<file path="src/design/pwmd_pkg.sv">
// ----------------------------------------------------------------------------
// pwmd_pkg
// Shared types and codes for the peer-wire message deframer.
// ----------------------------------------------------------------------------
package pwmd_pkg;

    // Event codes on the result side
    localparam logic [3:0] EV_KEEPALIVE     = 4'd0;
    localparam logic [3:0] EV_CHOKE         = 4'd1;
    localparam logic [3:0] EV_UNCHOKE       = 4'd2;
    localparam logic [3:0] EV_INTERESTED    = 4'd3;
    localparam logic [3:0] EV_NOTINTERESTED = 4'd4;
    localparam logic [3:0] EV_HAVE          = 4'd5;
    localparam logic [3:0] EV_BITFIELD      = 4'd6;
    localparam logic [3:0] EV_REQUEST       = 4'd7;
    localparam logic [3:0] EV_PIECE         = 4'd8;
    localparam logic [3:0] EV_CANCEL        = 4'd9;
    localparam logic [3:0] EV_ERROR         = 4'd10;

    // Error kinds
    localparam logic [1:0] ERR_UNKNOWN_ID  = 2'd0;
    localparam logic [1:0] ERR_CTRL_LENGTH = 2'd1;
    localparam logic [1:0] ERR_PIECE_SHORT = 2'd2;

    // Message ids on the wire
    localparam logic [7:0] ID_LAST_CTRL = 8'd3;
    localparam logic [7:0] ID_HAVE      = 8'd4;
    localparam logic [7:0] ID_BITFIELD  = 8'd5;
    localparam logic [7:0] ID_REQUEST   = 8'd6;
    localparam logic [7:0] ID_PIECE     = 8'd7;
    localparam logic [7:0] ID_MAX       = 8'd8;

    // Length constants
    localparam logic [31:0] LEN_ID_ONLY   = 32'd1;
    localparam logic [31:0] LEN_PIECE_MIN = 32'd9;
    // Final-byte tests: count + 1 == length - header, i.e. count + header + 1 == length
    localparam logic [31:0] BF_LAST_ADD   = 32'd2;
    localparam logic [31:0] PC_LAST_ADD   = 32'd10;

    typedef enum logic [9:0] {
        PH_LEN      = 10'b00_0000_0001,
        PH_ID       = 10'b00_0000_0010,
        PH_HAVE     = 10'b00_0000_0100,
        PH_BLK_IDX  = 10'b00_0000_1000,
        PH_BLK_OFF  = 10'b00_0001_0000,
        PH_BLK_LEN  = 10'b00_0010_0000,
        PH_BITFIELD = 10'b00_0100_0000,
        PH_PC_IDX   = 10'b00_1000_0000,
        PH_PC_OFF   = 10'b01_0000_0000,
        PH_PC_DATA  = 10'b10_0000_0000
    } phase_t;

endpackage

</file>
<file path="src/design/peer_wire_message_deframer_core.sv">
// ----------------------------------------------------------------------------
// peer_wire_message_deframer_core
// Splits a peer-wire byte stream into messages and emits one event per word.
// ----------------------------------------------------------------------------
// Takes one stream byte per input word and returns at most one event word per
// input word, in the cycle after the byte is taken. Throughput is one byte per
// clock: the parser state and the result register are both updated in the
// same cycle, and a new byte is taken whenever the result register is empty
// or being drained. Unknown ids, control messages of the wrong length and short
// pieces give an error event, and parsing restarts at the length.
module peer_wire_message_deframer_core
    import pwmd_pkg::*;
(
    input  logic         clk,
    input  logic         rst_n,
    input  logic         s_axis_tvalid,
    output logic         s_axis_tready,
    input  logic [7:0]   s_axis_tdata,   // [7:0] data_byte
    output logic         m_axis_tvalid,
    input  logic         m_axis_tready,
    // [31:0] piece_index, [63:32] block_offset, [95:64] block_length,
    // [103:96] payload_byte, [135:104] byte_index
    output logic [135:0] m_axis_tdata,
    output logic         m_axis_tlast,   // last_of_payload
    output logic [7:0]   m_axis_tuser    // [3:0] event_res, [5:4] error_kind
);

    phase_t      phase_reg, phase_next;
    logic [1:0]  cnt_reg, cnt_next;
    logic [31:0] shift_reg, shift_next;
    logic [31:0] msg_len_reg, msg_len_next;
    logic        is_request_reg, is_request_next;
    logic [31:0] held_idx_reg, held_idx_next;
    logic [31:0] held_off_reg, held_off_next;
    logic [31:0] pay_cnt_reg, pay_cnt_next;

    logic        out_valid_reg;
    logic [3:0]  ev_reg, ev_next;
    logic [31:0] o_idx_reg, o_idx_next;
    logic [31:0] o_off_reg, o_off_next;
    logic [31:0] o_blen_reg, o_blen_next;
    logic [7:0]  o_pb_reg, o_pb_next;
    logic [31:0] o_bi_reg, o_bi_next;
    logic        o_last_reg, o_last_next;
    logic [1:0]  o_ek_reg, o_ek_next;
    logic        emit;

    logic        in_accept;
    logic [31:0] shifted;
    logic        field_done;

    assign s_axis_tready = !out_valid_reg || m_axis_tready;
    assign in_accept     = s_axis_tvalid && s_axis_tready;
    assign shifted       = {shift_reg[23:0], s_axis_tdata};
    assign field_done    = (cnt_reg == 2'd3);

    always_comb
    begin
        phase_next      = phase_reg;
        cnt_next        = cnt_reg + 2'd1;
        shift_next      = shifted;
        msg_len_next    = msg_len_reg;
        is_request_next = is_request_reg;
        held_idx_next   = held_idx_reg;
        held_off_next   = held_off_reg;
        pay_cnt_next    = pay_cnt_reg;
        emit            = 1'b0;
        ev_next         = EV_KEEPALIVE;
        o_idx_next      = '0;
        o_off_next      = '0;
        o_blen_next     = '0;
        o_pb_next       = '0;
        o_bi_next       = '0;
        o_last_next     = 1'b0;
        o_ek_next       = ERR_UNKNOWN_ID;

        unique case (phase_reg)
            PH_ID:
            begin
                cnt_next     = 2'd0;
                shift_next   = '0;
                pay_cnt_next = '0;
                phase_next   = PH_LEN;
                if (s_axis_tdata > ID_MAX)
                begin
                    emit    = 1'b1;
                    ev_next = EV_ERROR;
                end
                else if (s_axis_tdata <= ID_LAST_CTRL)
                begin
                    emit = 1'b1;
                    if (msg_len_reg != LEN_ID_ONLY)
                    begin
                        ev_next   = EV_ERROR;
                        o_ek_next = ERR_CTRL_LENGTH;
                    end
                    else
                    begin
                        ev_next = s_axis_tdata[3:0] + 4'd1;
                    end
                end
                else if (s_axis_tdata == ID_HAVE)
                begin
                    phase_next = PH_HAVE;
                end
                else if (s_axis_tdata == ID_BITFIELD)
                begin
                    // empty bitfield ends quietly
                    if (msg_len_reg != LEN_ID_ONLY)
                        phase_next = PH_BITFIELD;
                end
                else if (s_axis_tdata == ID_PIECE)
                begin
                    if (msg_len_reg < LEN_PIECE_MIN)
                    begin
                        emit      = 1'b1;
                        ev_next   = EV_ERROR;
                        o_ek_next = ERR_PIECE_SHORT;
                    end
                    else
                    begin
                        phase_next = PH_PC_IDX;
                    end
                end
                else
                begin
                    is_request_next = (s_axis_tdata == ID_REQUEST);
                    phase_next      = PH_BLK_IDX;
                end
            end

            PH_HAVE:
            begin
                if (field_done)
                begin
                    emit       = 1'b1;
                    ev_next    = EV_HAVE;
                    o_idx_next = shifted;
                    phase_next = PH_LEN;
                end
            end

            PH_BLK_IDX, PH_PC_IDX:
            begin
                if (field_done)
                begin
                    held_idx_next = shifted;
                    shift_next    = '0;
                    phase_next    = (phase_reg == PH_BLK_IDX) ? PH_BLK_OFF : PH_PC_OFF;
                end
            end

            PH_BLK_OFF:
            begin
                if (field_done)
                begin
                    held_off_next = shifted;
                    shift_next    = '0;
                    phase_next    = PH_BLK_LEN;
                end
            end

            PH_BLK_LEN:
            begin
                if (field_done)
                begin
                    emit        = 1'b1;
                    ev_next     = is_request_reg ? EV_REQUEST : EV_CANCEL;
                    o_idx_next  = held_idx_reg;
                    o_off_next  = held_off_reg;
                    o_blen_next = shifted;
                    phase_next  = PH_LEN;
                end
            end

            PH_PC_OFF:
            begin
                if (field_done)
                begin
                    held_off_next = shifted;
                    shift_next    = '0;
                    pay_cnt_next  = '0;
                    // no data bytes in a nine-byte piece
                    phase_next    = (msg_len_reg == LEN_PIECE_MIN) ? PH_LEN : PH_PC_DATA;
                end
            end

            PH_BITFIELD:
            begin
                cnt_next    = cnt_reg;
                shift_next  = shift_reg;
                emit        = 1'b1;
                ev_next     = EV_BITFIELD;
                o_pb_next   = s_axis_tdata;
                o_bi_next   = pay_cnt_reg;
                o_last_next = (pay_cnt_reg + BF_LAST_ADD == msg_len_reg);
                if (o_last_next)
                    phase_next = PH_LEN;
                else
                    pay_cnt_next = pay_cnt_reg + 32'd1;
            end

            PH_PC_DATA:
            begin
                cnt_next    = cnt_reg;
                shift_next  = shift_reg;
                emit        = 1'b1;
                ev_next     = EV_PIECE;
                o_idx_next  = held_idx_reg;
                o_off_next  = held_off_reg + pay_cnt_reg;
                o_pb_next   = s_axis_tdata;
                o_last_next = (pay_cnt_reg + PC_LAST_ADD == msg_len_reg);
                if (o_last_next)
                    phase_next = PH_LEN;
                else
                    pay_cnt_next = pay_cnt_reg + 32'd1;
            end

            default:
            begin
                // length field, big-endian
                if (field_done)
                begin
                    shift_next = '0;
                    if (shifted == '0)
                    begin
                        emit    = 1'b1;
                        ev_next = EV_KEEPALIVE;
                    end
                    else
                    begin
                        msg_len_next = shifted;
                        phase_next   = PH_ID;
                    end
                end
            end
        endcase
    end

    always_ff @(posedge clk or negedge rst_n)
    begin
        if (!rst_n)
        begin
            phase_reg      <= PH_LEN;
            cnt_reg        <= '0;
            shift_reg      <= '0;
            msg_len_reg    <= '0;
            is_request_reg <= 1'b0;
            held_idx_reg   <= '0;
            held_off_reg   <= '0;
            pay_cnt_reg    <= '0;
            out_valid_reg  <= 1'b0;
        end
        else
        begin
            if (in_accept)
            begin
                phase_reg      <= phase_next;
                cnt_reg        <= cnt_next;
                shift_reg      <= shift_next;
                msg_len_reg    <= msg_len_next;
                is_request_reg <= is_request_next;
                held_idx_reg   <= held_idx_next;
                held_off_reg   <= held_off_next;
                pay_cnt_reg    <= pay_cnt_next;
                out_valid_reg  <= emit;
            end
            else if (m_axis_tready)
            begin
                out_valid_reg <= 1'b0;
            end
        end
    end

    // result payload, no reset needed
    always_ff @(posedge clk)
    begin
        if (in_accept && emit)
        begin
            ev_reg     <= ev_next;
            o_idx_reg  <= o_idx_next;
            o_off_reg  <= o_off_next;
            o_blen_reg <= o_blen_next;
            o_pb_reg   <= o_pb_next;
            o_bi_reg   <= o_bi_next;
            o_last_reg <= o_last_next;
            o_ek_reg   <= o_ek_next;
        end
    end

    assign m_axis_tvalid = out_valid_reg;
    assign m_axis_tdata  = {o_bi_reg, o_pb_reg, o_blen_reg, o_off_reg, o_idx_reg};
    assign m_axis_tlast  = o_last_reg;
    assign m_axis_tuser  = {2'b00, o_ek_reg, ev_reg};

    // last only marks payload byte words
    assert property (@(posedge clk) disable iff (!rst_n)
        (m_axis_tvalid && m_axis_tlast) |-> (ev_reg == EV_BITFIELD || ev_reg == EV_PIECE))
        else $error("tlast on a non-payload word");

    // a non-zero error kind only travels with an error word
    assert property (@(posedge clk) disable iff (!rst_n)
        (m_axis_tvalid && o_ek_reg != ERR_UNKNOWN_ID) |-> (ev_reg == EV_ERROR))
        else $error("error kind on a non-error word");

    // an out-of-range id gives an error word and a return to the length field
    assert property (@(posedge clk) disable iff (!rst_n)
        (in_accept && phase_reg == PH_ID && s_axis_tdata > ID_MAX)
        |=> (m_axis_tvalid && ev_reg == EV_ERROR && phase_reg == PH_LEN))
        else $error("unknown id not flagged");

    // the field counter is idle while payload bytes stream through
    assert property (@(posedge clk) disable iff (!rst_n)
        (phase_reg == PH_BITFIELD || phase_reg == PH_PC_DATA) |-> (cnt_reg == 2'd0))
        else $error("field counter busy in payload phase");

endmodule

</file>
<file path="config.mk">
export PLATFORM = sky130hd
export DESIGN_NAME = peer_wire_message_deframer_core
export DESIGN_NICKNAME = d
export VERILOG_FILES = /design/src/design/pwmd_pkg.sv /design/src/design/peer_wire_message_deframer_core.sv
export SDC_FILE = /design/constraint.sdc
export NUM_CORES = 1
export LEC_CHECK = 0
export BUFFER_PORTS_ARGS = -buffer_cell sky130_fd_sc_hd__buf_2
export CAP_MARGIN = 30
export CORE_MARGIN = 10
export CORE_UTILIZATION = 40
export DETAILED_ROUTE_END_ITERATION = 12
export PLACE_DENSITY = 0.63
export SLEW_MARGIN = 10
export SYNTH_ARGS = -nofsm -noshare
export SYNTH_HDL_FRONTEND = slang
export SYNTH_SLANG_ARGS = --single-unit
</file>
<file path="constraint.sdc">
create_clock -name clk -period 9.2 [get_ports clk]
set_input_delay 0.92 -clock clk [delete_from_list [all_inputs] [get_ports clk]]
set_output_delay 0.92 -clock clk [all_outputs]
set_load 0.005 [all_outputs]
</file>
After elaboration in Yosys (flattened, before gate mapping)
Cells that the tools add are included.
{"block": "word_totals", "regBits": 309, "in_bits": 12, "output_inout_bits": 147}
{"block": "op_classes", "n_addsub": 6, "n_lt_le_gt_ge": 3, "n_eq_ne": 27, "n_mux": 60, "bitwise": 9, "n_reduce_logical": 22}
{"op": "$mux W32", "count": 6}
{"op": "$mux W10", "count": 14}
{"op": "$pmux W32 S4", "count": 1}
{"op": "$pmux W32 S3", "count": 1}
{"op": "$pmux W24 S3", "count": 1}
{"op": "$pmux W10 S7", "count": 1}
{"op": "$eq A32 B32 Y1", "count": 2}
{"op": "$pmux W32 S2", "count": 1}
{"op": "$mux W4", "count": 9}
{"op": "$add A32 B1 Y32 const B", "count": 1}
{"op": "$add A32 B2 Y32 const B", "count": 1}
{"op": "$add A32 B32 Y32", "count": 1}
{"op": "$add A32 B4 Y32 const B", "count": 1}
{"op": "$eq A32 B4 Y1 const B", "count": 1}
{"op": "$eq A8 B3 Y1 const B", "count": 4}
{"op": "$logic_not A32 Y1", "count": 1}
{"op": "$lt A32 B4 Y1 const B", "count": 1}
{"op": "$ne A32 B1 Y1 const B", "count": 1}
{"op": "$mux W24", "count": 1}
{"op": "$pmux W4 S5", "count": 1}
{"op": "$ne A2 B2 Y1 const B", "count": 7}
{"op": "$mux W1", "count": 12}
{"op": "$eq A10 B10 Y1 const B", "count": 1}
{"op": "$eq A10 B2 Y1 const B", "count": 1}
{"op": "other kinds (37)", "count": 56}

Depth between registers and ports, before layout
{"block": "depth", "ltp_word": 9, "ltp_mapped": 12, "mapped_depth_nobuf": 11}

Worst setup path after synthesis
OpenSTA, ideal clock, no wires.
{"block": "synth_timing", "path_kind": "input to register", "from": "input port s_axis_tdata[6]", "to": "register ev_reg[0] (enable)", "setup_ns": 0.649, "arrival_time_ns": 8.364, "t_required_ns": 8.551, "path_slack_ns": 0.188, "path_stages": 9, "n_path_buf": 0, "path_cell_list": "or4_1 -> nor2_1 -> and2_1 -> and3_1 -> a221o_1 -> o21ai_0 -> nand4_1 -> nand2_1 -> nor2_1"}
{"block": "synth_between", "elab_chain_len": 8}
{"element": "start, declared", "line_no": "peer_wire_message_deframer_core.sv:18", "source": "input logic [7:0] s_axis_tdata,"}
{"element": "$eq A8 B3 Y1", "line_no": "peer_wire_message_deframer_core.sv:112", "source": "else if (s_axis_tdata == ID_PIECE)"}
{"element": "$mux W1", "line_no": "peer_wire_message_deframer_core.sv:112"}
{"element": "$mux W1", "line_no": "peer_wire_message_deframer_core.sv:106", "source": "else if (s_axis_tdata == ID_BITFIELD)"}
{"element": "$mux W1", "line_no": "peer_wire_message_deframer_core.sv:102", "source": "else if (s_axis_tdata == ID_HAVE)"}
{"element": "$mux W1", "line_no": "peer_wire_message_deframer_core.sv:89", "source": "else if (s_axis_tdata <= ID_LAST_CTRL)"}
{"element": "$mux W1", "line_no": "peer_wire_message_deframer_core.sv:84", "source": "if (s_axis_tdata > ID_MAX)"}
{"element": "$pmux W1 S4 (*)", "line_no": "peer_wire_message_deframer_core.sv:77", "source": "unique case (phase_reg)"}
{"element": "$logic_and A1 B1 Y1 (*)", "line_no": "peer_wire_message_deframer_core.sv:278", "source": "if (in_accept && emit)"}
{"element": "end signal, assigned", "line_no": "peer_wire_message_deframer_core.sv:280", "source": "ev_reg <= ev_next;"}
{"element": "end, declared", "line_no": "peer_wire_message_deframer_core.sv:38", "source": "logic [3:0] ev_reg, ev_next;"}
Mark *: on every way between the ends. The rest lies on a longest branch, timed or not.
A chain may end at the register's enable or synchronous reset.

Final worst setup path
{"block": "layout_timing", "from": "register pay_cnt_reg[10]", "to": "register pay_cnt_reg[1]"}
{"block": "layout_between", "elab_chain_len": 4}
{"element": "start, declared", "line_no": "peer_wire_message_deframer_core.sv:35", "source": "logic [31:0] pay_cnt_reg, pay_cnt_next;"}
{"element": "start signal, assigned", "line_no": "peer_wire_message_deframer_core.sv:265", "source": "pay_cnt_reg <= pay_cnt_next;"}
{"element": "$add A32 B4 Y32 or $add A32 B2 Y32 (tied branches)", "line_no": "peer_wire_message_deframer_core.sv:212, peer_wire_message_deframer_core.sv:196"}
{"element": "$eq A32 B32 Y1 (on tied branches)", "line_no": "peer_wire_message_deframer_core.sv:212, peer_wire_message_deframer_core.sv:196"}
{"element": "$ne A2 B2 Y1 (no line)"}
{"element": "$reduce_and A5 Y1 (no line) (*)"}
Marks and branches as above.

==> results.cfg <==
[worst_setup_path]
crit_required_ns = 9.68
crit_slowest_cell = dfrtp_1
reg2reg_from = pay_cnt_reg[10]
critPathMaxStageDelay_ns = 0.70
cp.buffers_inverters = 1
setup.worst_path.class = flip-flop to flip-flop
path_cells = nand4_1, or3_1, o31ai_1, nand2_1, or4_1, or4_4, o32ai_4, buf_4, a311o_4, mux2i_1
cp_top_family = simple AND/OR/NAND/NOR gates
reg2reg_slack_ns = 4.15
path_max_fanout = 32
rr_worst_depth = 10
cp.arrival_ns = 5.53
crit_path_end_kind = flip-flop
rr_endpoint = pay_cnt_reg[1]
start_kind = flip-flop

[sta]
worst_slack_ns = 4.150
max_freq_mhz = 198.0
finalSetupViolCount = 0
period_share_pct = 54.89
finalMaxSlewViolations = 0
max_slew_margin_pct = 32.66
post-route-min-period_ns = 5.050
finalClockSkew_ns = 0.01742
fin_tns_setup_ns = 0
rsz0062_at_grt = no
hold_viol_final = 0
tightest_slew_ns = 1.010

[finish]
seq_area_sq_um = 8449
nFillCells = 3890
layout.nets = 1721
fin_util_pct = 46.00
multi_input_area_sq_um = 7868
n_antenna_cell = 0
layout-drive-gt1-share_pct = 20.51
finalInstanceArea_sq_um = 19210
synthToLayoutAreaGrowth_pct = 14.13
layout.cells.non_filler = 2236

[clocking]
postCtsHoldBufs = 0
path_clk_slew_ns = 0.06
postCtsSetupRepairBufs = 0
cts_resized = 0
cts_sinks = 309
cts_tree = built
cts_made_buffers = 35
worstSkewPairLatency_ns = 0.56
cts-root-buf = clkbuf_16
cts_buffer_depth = 3
cts_htree_levels = 2

[logic_synthesis]
syn-cell-area_sq_um = 16830
yosys.cell_count.top_type = dfrtp_1
synth_top_cell_by_area = edfxtp_1
synth_ff_type = dfrtp_1
synth_seq_area_share_pct = 50.21
synth_enable_flop_cells = 143
synthArstFlopShare_pct = 53.72
synthTopCellsByCount = dfrtp_1 (165), edfxtp_1 (143), nand2_1 (116), mux2_2 (96), o21ai_0 (94)
yosys.area.top_type_share_pct = 25.52
yosys_warnings = 0
synth_cell_types = 81
synth.top_cells.by_area = edfxtp_1 (26%), dfrtp_1 (25%), mux2_2 (6.4%), a22o_1 (3.1%), ha_1 (2.8%)
syn_avg_cell_area_sq_um = 10.77
synth-seq-cells = 309
synth_cells = 1563

[die]
core_area_sq_um = 41760
dieArea_sq_um = 50680
die_h_microns = 225.1
ios = 159
start_util_pct = 40.30
rows = 75
die_w_microns = 225.1

[place]
place.gp.congestion = 0.9254
dp_slack_ns = 4.181
dp_cells = 2169
dpl.hpwl_mm = 38.06
port_buffers = 156
postPlaceCellArea_sq_um = 18020

[min_path]
worstHoldPathType = input port to asynchronous set/reset pin

[routing]
ant_nets = 0
detail_route.wl_per_cell_microns = 23.68
drt_iter0_drc = 1260
vias = 13230
drc = 0
wl_mm = 52.95
vias_per_cell = 5.918
dr.pass1.iters = 5

[global_route]
track_usage_pct = 20.39
grt_max_degree = 96
antenna_found_initial = 1
grt_pass1_vias = 12770
grt-ovfl-total = 0
grt_first_pass_wirelength_mm = 80.30

[power]
leakagePower_uw = 0.007953
ir_drop_mv = 0.1258
p_per_area_nw_per_um2 = 278.0

[status]
status = complete, no violations

[flow_run]
maxCapViolCount = 0
[cell families after synthesis]
group	synth area share, %
adders and majority gates	2.944
AOI/OAI and AO/OA	14.86
xor gates and xnor gates	4.684
DFF	50.21
muxes	6.721
and+or+nand+nor	17.31
buffers and inverters	3.249
other	0.02228
[metal layers]
layer	wire length, microns	part of all wire, %	track usage [%]
met3	3352	6.3	3.201
met5	13	0.025	0
met1	24360	46	28.72
met2	23910	45	31.48
met4	1318	2.5	6.667
[where the power goes]
| part | switching [uW] | internal (uW) | leakage [uW] | total (uW) |
|---|---|---|---|---|
| combinational | 925 | 691 | 0.00385 | 1620 |
| clock | 589 | 776 | 0.000528 | 1370 |
| sequential | 516 | 1840 | 0.00358 | 2360 |
[stage by stage]
stage	hold WS, ns	power (uW)
final	0.1593	5339
after detailed placement	0.4971	3973
after global routing	0.1524	5620
after global placement	0.4689	3947
after floorplan	0.4538	3300
after CTS	0.4744	5356
[worst max-delay path by stage]
stage,start,slack (ns),cells past startpoint,endpoint
6_report,pay_cnt_reg[10],4.15,10,pay_cnt_reg[1]
5_1_grt,pay_cnt_reg[10],3.80,10,pay_cnt_reg[1]
4_1_cts,pay_cnt_reg[10],4.16,10,pay_cnt_reg[1]
3_5_place_dp,pay_cnt_reg[10],4.18,10,pay_cnt_reg[1]
3_3_place_gp,pay_cnt_reg[10],4.30,10,pay_cnt_reg[1]
2_1_floorplan,s_axis_tdata[6],0.19,9,ev_reg[0]
[layout make-up]
| class | count | area share, % |
|---|---|---|
| Multi-Input combinational cell | 1126 | 40.96 |
| Timing Repair Buffer | 175 | 5.296 |
| Inverter | 23 | 0.4495 |
| Sequential cell | 309 | 43.99 |
| Clock inverter | 19 | 0.9836 |
| Tap cell | 539 | 3.511 |
| Clock buffer | 45 | 4.807 |
[cell usage in the layout, fill, tap and decap left out, types with 10 or more instances in the layout]
master       n
ha_1        38
nor4_1      34
nand2_1    116
clkbuf_16   35
or3_1       12
dfrtp_1    165
xnor2_1     50
a21o_1      34
nor2_1      71
edfxtp_1   143
buf_2      155
o21ai_0     94
a22o_1      60
xor2_1      40
o22a_1      10
mux2_2      96
nand3_1     62
nor3_1      33
or4_1       21
and2_1      73
a21oi_1     44
inv_1       23
a31oi_1     16
buf_4       14
nand4_1     38
Note: power is estimated with default switching activity, not from simulation.
